<file path="config.mk">
export PLATFORM = sky130hd
export DESIGN_NAME = lzsd_ctrl
export DESIGN_NICKNAME = d
export VERILOG_FILES = /design/src/hw/rtl/lzsd_pkg.sv /design/src/hw/rtl/lzsd_ctrl.sv
export VERILOG_INCLUDE_DIRS = /design/src /design/src/hw/rtl
export SDC_FILE = /design/constraint.sdc
export NUM_CORES = 1
export LEC_CHECK = 0
export ABC_CLOCK_PERIOD_IN_PS = 2250
export BUFFER_PORTS_ARGS = -buffer_cell sky130_fd_sc_hd__buf_2
export CAP_MARGIN = 20
export CORE_MARGIN = 3
export CORE_UTILIZATION = 49
export CTS_BUF_LIST = sky130_fd_sc_hd__clkbuf_4
export DETAILED_ROUTE_END_ITERATION = 10
export MAX_ROUTING_LAYER = met4
export PLACE_DENSITY_LB_ADDON = 0.1
export SLEW_MARGIN = 40
export SYNTH_ARGS = -nofsm -noshare
export SYNTH_HDL_FRONTEND = slang
export SYNTH_SLANG_ARGS = --single-unit
</file>
<file path="constraint.sdc">
create_clock -name clk_i -period 2.25 [get_ports clk_i]
set_input_delay 0.675 -clock clk_i [delete_from_list [all_inputs] [get_ports clk_i]]
set_output_delay 0.675 -clock clk_i [all_outputs]
set_load 0.05 [all_outputs]
</file>
<file path="src/hw/rtl/lz_stream_decompressor_core_macros.svh">
// Assertion macros used by the decompressor controller.
// Depends on nothing; include it by bare file name inside a module body.
`ifndef LZ_STREAM_DECOMPRESSOR_CORE_MACROS_SVH
`define LZ_STREAM_DECOMPRESSOR_CORE_MACROS_SVH

// Same-cycle implication, disabled while reset is asserted.
`define LZSD_ASSERT_IMPL(lbl, clk, rstn, ante, cons) \
  lbl: assert property (@(posedge clk) disable iff (!rstn) (ante) |-> (cons)) \
    else $error("same-cycle check failed");

// Next-cycle implication, disabled while reset is asserted.
`define LZSD_ASSERT_NEXT(lbl, clk, rstn, ante, cons) \
  lbl: assert property (@(posedge clk) disable iff (!rstn) (ante) |=> (cons)) \
    else $error("next-cycle check failed");

`endif

</file>
<file path="src/hw/rtl/lzsd_pkg.sv">
// Shared types and constants of the LZ stream decompressor.
// Used by the controller, the datapath and the top level; depends on nothing.
package lzsd_pkg;

  // History store and window geometry.
  localparam int unsigned HIST_AW          = 16;
  localparam int unsigned HIST_DEPTH       = 65536;
  localparam int unsigned WINDOW_DEPTH_DEF = 65536;
  localparam int unsigned DATA_W           = 8;

  // Stream format constants.
  localparam logic [2:0] HDR_MAX      = 3'd4;
  localparam logic [5:0] LIT_LONG_MIN = 6'd60;
  localparam logic [5:0] LIT_LONG_OFS = 6'd59;
  localparam logic [6:0] COPY1_BASE   = 7'd4;

  // Tag type codes in the two low bits of a tag byte.
  localparam logic [1:0] TAG_LITERAL = 2'd0;
  localparam logic [1:0] TAG_COPY1   = 2'd1;
  localparam logic [1:0] TAG_COPY2   = 2'd2;
  localparam logic [1:0] TAG_INVALID = 2'd3;

  // Controller states: parse phases plus the two copy steps and the halt.
  typedef enum logic [3:0] {
    ST_HDR,
    ST_TAG,
    ST_LITLEN,
    ST_LITDATA,
    ST_OFF1,
    ST_OFF2LO,
    ST_OFF2HI,
    ST_COPY_RD,
    ST_COPY_WR,
    ST_HALT
  } state_e;

  // Commands from the controller to the datapath.
  typedef struct packed {
    logic clear;
    logic hdr_step;
    logic tag_load;
    logic litlen_step;
    logic lit_emit;
    logic off1_load;
    logic off2lo_load;
    logic off2hi_load;
    logic err_emit;
    logic copy_rd;
    logic copy_wr;
  } cmd_t;

  // Status from the datapath to the controller.
  typedef struct packed {
    logic       frame_start;
    logic [1:0] tag_type;
    logic       tag_long;
    logic       hdr_done;
    logic       litlen_done;
    logic       lit_done;
    logic       off1_bad;
    logic       off2_bad;
    logic       out_free;
    logic       copy_last;
  } status_t;

endpackage

</file>
<file path="src/hw/rtl/lzsd_ctrl.sv">
// Controller state machine of the LZ stream decompressor.
// Depends on lzsd_pkg and the assertion macro header; commands lzsd_datapath.
module lzsd_ctrl (
  input  logic              clk_i,
  input  logic              rst_ni,
  input  logic              in_valid_i,
  output logic              in_ready_o,
  input  lzsd_pkg::status_t sts_i,
  output lzsd_pkg::cmd_t    cmd_o
);
  import lzsd_pkg::*;
  `include "lz_stream_decompressor_core_macros.svh"

  state_e state_q, state_d;
  logic   accept_state;
  logic   accepted;

  // Input is taken in every parse state once the output register has room.
  assign accept_state = (state_q != ST_COPY_RD) && (state_q != ST_COPY_WR);
  assign in_ready_o   = accept_state && sts_i.out_free;
  assign accepted     = in_valid_i && in_ready_o;

  // Next state.
  always_comb begin
    state_d = state_q;
    if (accepted && sts_i.frame_start) begin
      state_d = sts_i.hdr_done ? ST_TAG : ST_HDR;
    end else begin
      case (state_q)
        ST_HDR: begin
          if (accepted && sts_i.hdr_done) state_d = ST_TAG;
        end
        ST_TAG: begin
          if (accepted) begin
            case (sts_i.tag_type)
              TAG_LITERAL: state_d = sts_i.tag_long ? ST_LITLEN : ST_LITDATA;
              TAG_COPY1:   state_d = ST_OFF1;
              TAG_COPY2:   state_d = ST_OFF2LO;
              default:     state_d = ST_HALT;
            endcase
          end
        end
        ST_LITLEN: begin
          if (accepted && sts_i.litlen_done) state_d = ST_LITDATA;
        end
        ST_LITDATA: begin
          if (accepted && sts_i.lit_done) state_d = ST_TAG;
        end
        ST_OFF1: begin
          if (accepted) state_d = sts_i.off1_bad ? ST_HALT : ST_COPY_RD;
        end
        ST_OFF2LO: begin
          if (accepted) state_d = ST_OFF2HI;
        end
        ST_OFF2HI: begin
          if (accepted) state_d = sts_i.off2_bad ? ST_HALT : ST_COPY_RD;
        end
        ST_COPY_RD: begin
          state_d = ST_COPY_WR;
        end
        ST_COPY_WR: begin
          if (sts_i.out_free) state_d = sts_i.copy_last ? ST_TAG : ST_COPY_RD;
        end
        ST_HALT: begin
          state_d = ST_HALT;
        end
        default: begin
          state_d = ST_TAG;
        end
      endcase
    end
  end

  // Datapath commands.
  always_comb begin
    cmd_o = '0;
    if (accepted && sts_i.frame_start) begin
      cmd_o.clear    = 1'b1;
      cmd_o.hdr_step = 1'b1;
    end else begin
      case (state_q)
        ST_HDR:     cmd_o.hdr_step = accepted;
        ST_TAG: begin
          cmd_o.tag_load = accepted;
          cmd_o.err_emit = accepted && (sts_i.tag_type == TAG_INVALID);
        end
        ST_LITLEN:  cmd_o.litlen_step = accepted;
        ST_LITDATA: cmd_o.lit_emit = accepted;
        ST_OFF1: begin
          cmd_o.off1_load = accepted;
          cmd_o.err_emit  = accepted && sts_i.off1_bad;
        end
        ST_OFF2LO:  cmd_o.off2lo_load = accepted;
        ST_OFF2HI: begin
          cmd_o.off2hi_load = accepted;
          cmd_o.err_emit    = accepted && sts_i.off2_bad;
        end
        ST_COPY_RD: cmd_o.copy_rd = 1'b1;
        ST_COPY_WR: cmd_o.copy_wr = sts_i.out_free;
        default: ;
      endcase
    end
  end

  always_ff @(posedge clk_i or negedge rst_ni) begin
    if (!rst_ni) begin
      state_q <= ST_HDR;
    end else begin
      state_q <= state_d;
    end
  end

  // Input stays blocked for the whole of a copy.
  `LZSD_ASSERT_IMPL(a_copy_blocks_input, clk_i, rst_ni, !accept_state, !in_ready_o)
  // Every history read is followed by its write-back step.
  `LZSD_ASSERT_NEXT(a_read_then_write, clk_i, rst_ni, state_q == ST_COPY_RD,
                    state_q == ST_COPY_WR)
  // An error result always halts the stream.
  `LZSD_ASSERT_NEXT(a_error_halts, clk_i, rst_ni, cmd_o.err_emit, state_q == ST_HALT)

endmodule
</file>
==> key figures <==
GRT
  – Vias in the first global route: just under 800
  – Antenna violations before repair: 0
  – Global-route wire length before repair: 3530 um
  – All-layer global routing usage: 26.1%
  – Congestion Overflow GR: 0
  – Largest net degree at the start of global routing: 13

Route
  – Via/cell ratio: 6.49
  – Post-route ant nets: 0
  – Met3 wire length: between 150 and 200 um
  – Initial detailed-routing violation count: 32
  – Met2 wire len: about 1200 um
  – Max layer used: met4
  – Post-route DRC violation count: 0
  – Drt wl/cell: 18.0 um
  – Iteration count of the initial detailed-routing pass: 4
  – DR vias: 857
  – Met1 Wirelength: a little under 900 um
  – Final wirelength: ~2400 um

STA
  – Worst Max-Slew Pin Slew: roughly 410 ps
  – Period Utilization, post-route: 111%
  – Final worst setup slack: -252 ps
  – Slew HR: 72.5%
  – Hold Vio Cnt, Final: 0
  – Fmax: approximately 400 MHz
  – Unrepaired setup endpoints after global routing: true
  – Setup Viol. Count Final: 10
  – Minimum clock period: approximately 2500 ps
  – Slew Limit Fails: 0
  – Hold WS: 226 ps
  – Worst clock skew: roughly 11 ps

Cells and area
  – Final Instance Area: 1070 um2
  – Layout Utilization: approximately 91%
  – Largest Register: state_q
  – Ant. Diodes: 0
  – Layout area overhead: 67.2%
  – Fill count: between 50 and 60
  – Biggest regs: state_q: 4 flops
  – Reg area: 100 um2
  – Multi-input gate area: between 500 and 600 um2
  – Final net count: ~140
  – Layout cells sized above 1: between 50% and 60%
  – Max FFs per register: 4

Pwr
  – Pwr Density: approximately 800 nW/um2
  – Max VDD drop: between 0.0006 and 0.0007 V
  – Leakage: about 0.53 nW
  – Final Total Pwr: 854 uW

Die
  – Num rows: 12
  – Core ar.: 1170 um2
  – Die area: roughly 1800 um2
  – Die W: ~42 um
  – Io pins: 26
  – Initial core utilization: a little over half
  – Die Ht: roughly 42 um

Logic synthesis
  – Async S/R FF share, synth: 100%
  – Synthesized Nets: slightly above 90
  – Top_reg_cell synth: dfrtp_1
  – Synth Warn #: 0
  – Seq/Total Area, Yosys: 15.6%
  – Avg Synthesized Cell Area: a little over 8 um2
  – EDFF count, synth: 0
  – Flops & latches, synth: 4
  – Gate Count Post-Synth: between 70 and 80
  – Netlist Area Pre-Place: approximately 640 um2
  – Post-synthesis cell type count: 40

Worst setup path
  – Setup crit start kind: flop
  – Crit path max fanout: 5
  – Setup crit start: state_q[1]$_DFFE_PN0P_
  – Crit-path leading delay family: simple AND/OR/NAND/NOR gates
  – Crit end category: output port
  – Crit path buf inv count: 1
  – Worst Path Arrival: ~1800 ps
  – Worst R2R Path Depth: 5
  – CP cell instances: or4b_4, nand4_1, nor2_4, and3_4, buf_6
  – Max incr delay on CP: approximately 530 ps
  – Critical R2R Launch: state_q[1]$_DFFE_PN0P_
  – Reg2reg end: state_q[3]$_DFFE_PN0P_
  – Reg-to-reg slack, setup: approximately 410 ps
  – WS Path Type: flop to output port
  – Critical Path RT: around 1600 ps
  – Slowest-stage cell, CP: or4b_4

Clock tree
  – CTS buffer count: 3
  – Clock latency on the worst-skew pair: 240 ps
  – Maximum clock path buffer count: 2
  – Clock transition at the registers of the reported paths: 40 ps
  – CTS tree: built
  – H-tree levels: 1
  – Hold_buf cts: 0
  – CTS root buf: clkbuf_4
  – Sink Count: 4

Place
  – Port Buffer Count: 25
  – Post-detail-place hpwl: around 1600 um
  – Post-Place Setup Slack: -131 ps
  – DP Area: between 900 and 1000 um2
  – Routability cong.: 0.800

Outcome
  – Violated checks: setup timing
  – Outcome: finished, violations left

Hold path
  – Worst min-delay path category: input port to async pin

Flow run
  – MaxCap Viol Count: 0
==> cell usage after synthesis (2+ instances only) <==
master	number	share of area, %
nor2b_1	2	2.0
nand2_1	2	1.2
o21ai_0	6	4.7
inv_1	6	3.5
nand2b_1	2	2.0
mux2i_1	3	4.7
nor2_1	6	3.5
and3_1	6	5.9
buf_2	2	1.6
buf_6	2	3.5
a21o_1	2	2.3
o21a_1	2	2.3
nor4_1	2	2.0
ha_1	2	3.9
a211oi_1	2	2.3
nor4b_1	3	4.1
dfrtp_1	4	16
==> worst register-to-register path, cell delays in order (launching register included) <==
cell,delay [ps]
dfrtp_1,410
buf_4,180
or2_2,330
a221oi_2,410
or2_1,250
o32ai_2,120
==> what timing repair did <==
item / CTS / global route
setup endpoints to repair: 11 / 11
setup buffers: 0 / 1
pin swaps: 4 / 1
gates resized for setup: 26 / 4
==> layer usage <==
| metal | track usage, % | vias to the layer above |
|---|---|---|
| met5 | - | - |
| met2 | 47.8 | 65 |
| met1 | 27.6 | 400 |
| li1 | - | 377 |
| met3 | 4.29 | 15 |
| met4 | 10.6 | 0 |
==> area by class of cell <==
class / count / area share [%]
multi-input combinational: 62 / 51.9
timing repair buffer: 43 / 32.9
sequential: 4 / 9.35
clock buffer: 3 / 2.10
inverter: 6 / 2.10
tap: 14 / 1.64
==> worst max-delay path by stage <==
stage	end	slack, ps	cells after the start
2_1_floorplan	cmd_o[6]	-170	5
3_3_place_gp	cmd_o[4]	-30	5
3_5_place_dp	cmd_o[4]	-130	5
4_1_cts	cmd_o[3]	-190	5
5_1_grt	cmd_o[2]	-320	5
6_report	cmd_o[3]	-250	5
==> stage by stage <==
| step | setup TNS, ps | instances |
|---|---|---|
| final | -1930 | 132 |
| after global routing | -2440 | 132 |
| after CTS | -1520 | 131 |
| after detailed placement | -638 | 128 |
| after global placement | -98.2 | 128 |
| after floorplan | -716 | 77 |
==> cell usage in the layout, fill, tap and decap left out, drive strengths merged, types with 2 or more instances in the layout <==
cell type  instances
o31ai              2
nor4b              3
nor4               2
inv                6
nand2b             2
nor2               6
o21ai              6
mux2i              3
ha                 2
nor2b              2
clkbuf             3
o21a               2
or2                2
buf               43
a21o               2
a211oi             2
dfrtp              4
and3               6
nand2              2
==> power by group <==
| part | switching [mW] | total (mW) | internal, mW | leakage [nW] |
|---|---|---|---|---|
| clock network | 0.0328 | 0.0926 | 0.0598 | 0.0138 |
| registers | 0.0226 | 0.117 | 0.0943 | 0.0529 |
| logic | 0.367 | 0.644 | 0.277 | 0.465 |
| total | 0.422 | 0.854 | 0.432 | 0.531 |
==> kinds of logic (layout without fill, tap and decap cells) <==
kind of cell | count (synthesis) | after routing | share of synthesized area [%]
adder cells (fa/ha/maj) | 2 | 2 | 3.91
AND/OR/NAND/NOR | 34 | 34 | 35.4
multiplexers | 3 | 3 | 4.69
AO/OA/AOI/OAI | 23 | 23 | 30.7
flip-flops | 4 | 4 | 15.6
buffers and inverters | 11 | 52 | 9.77
Power figures use the tool's default switching activity.
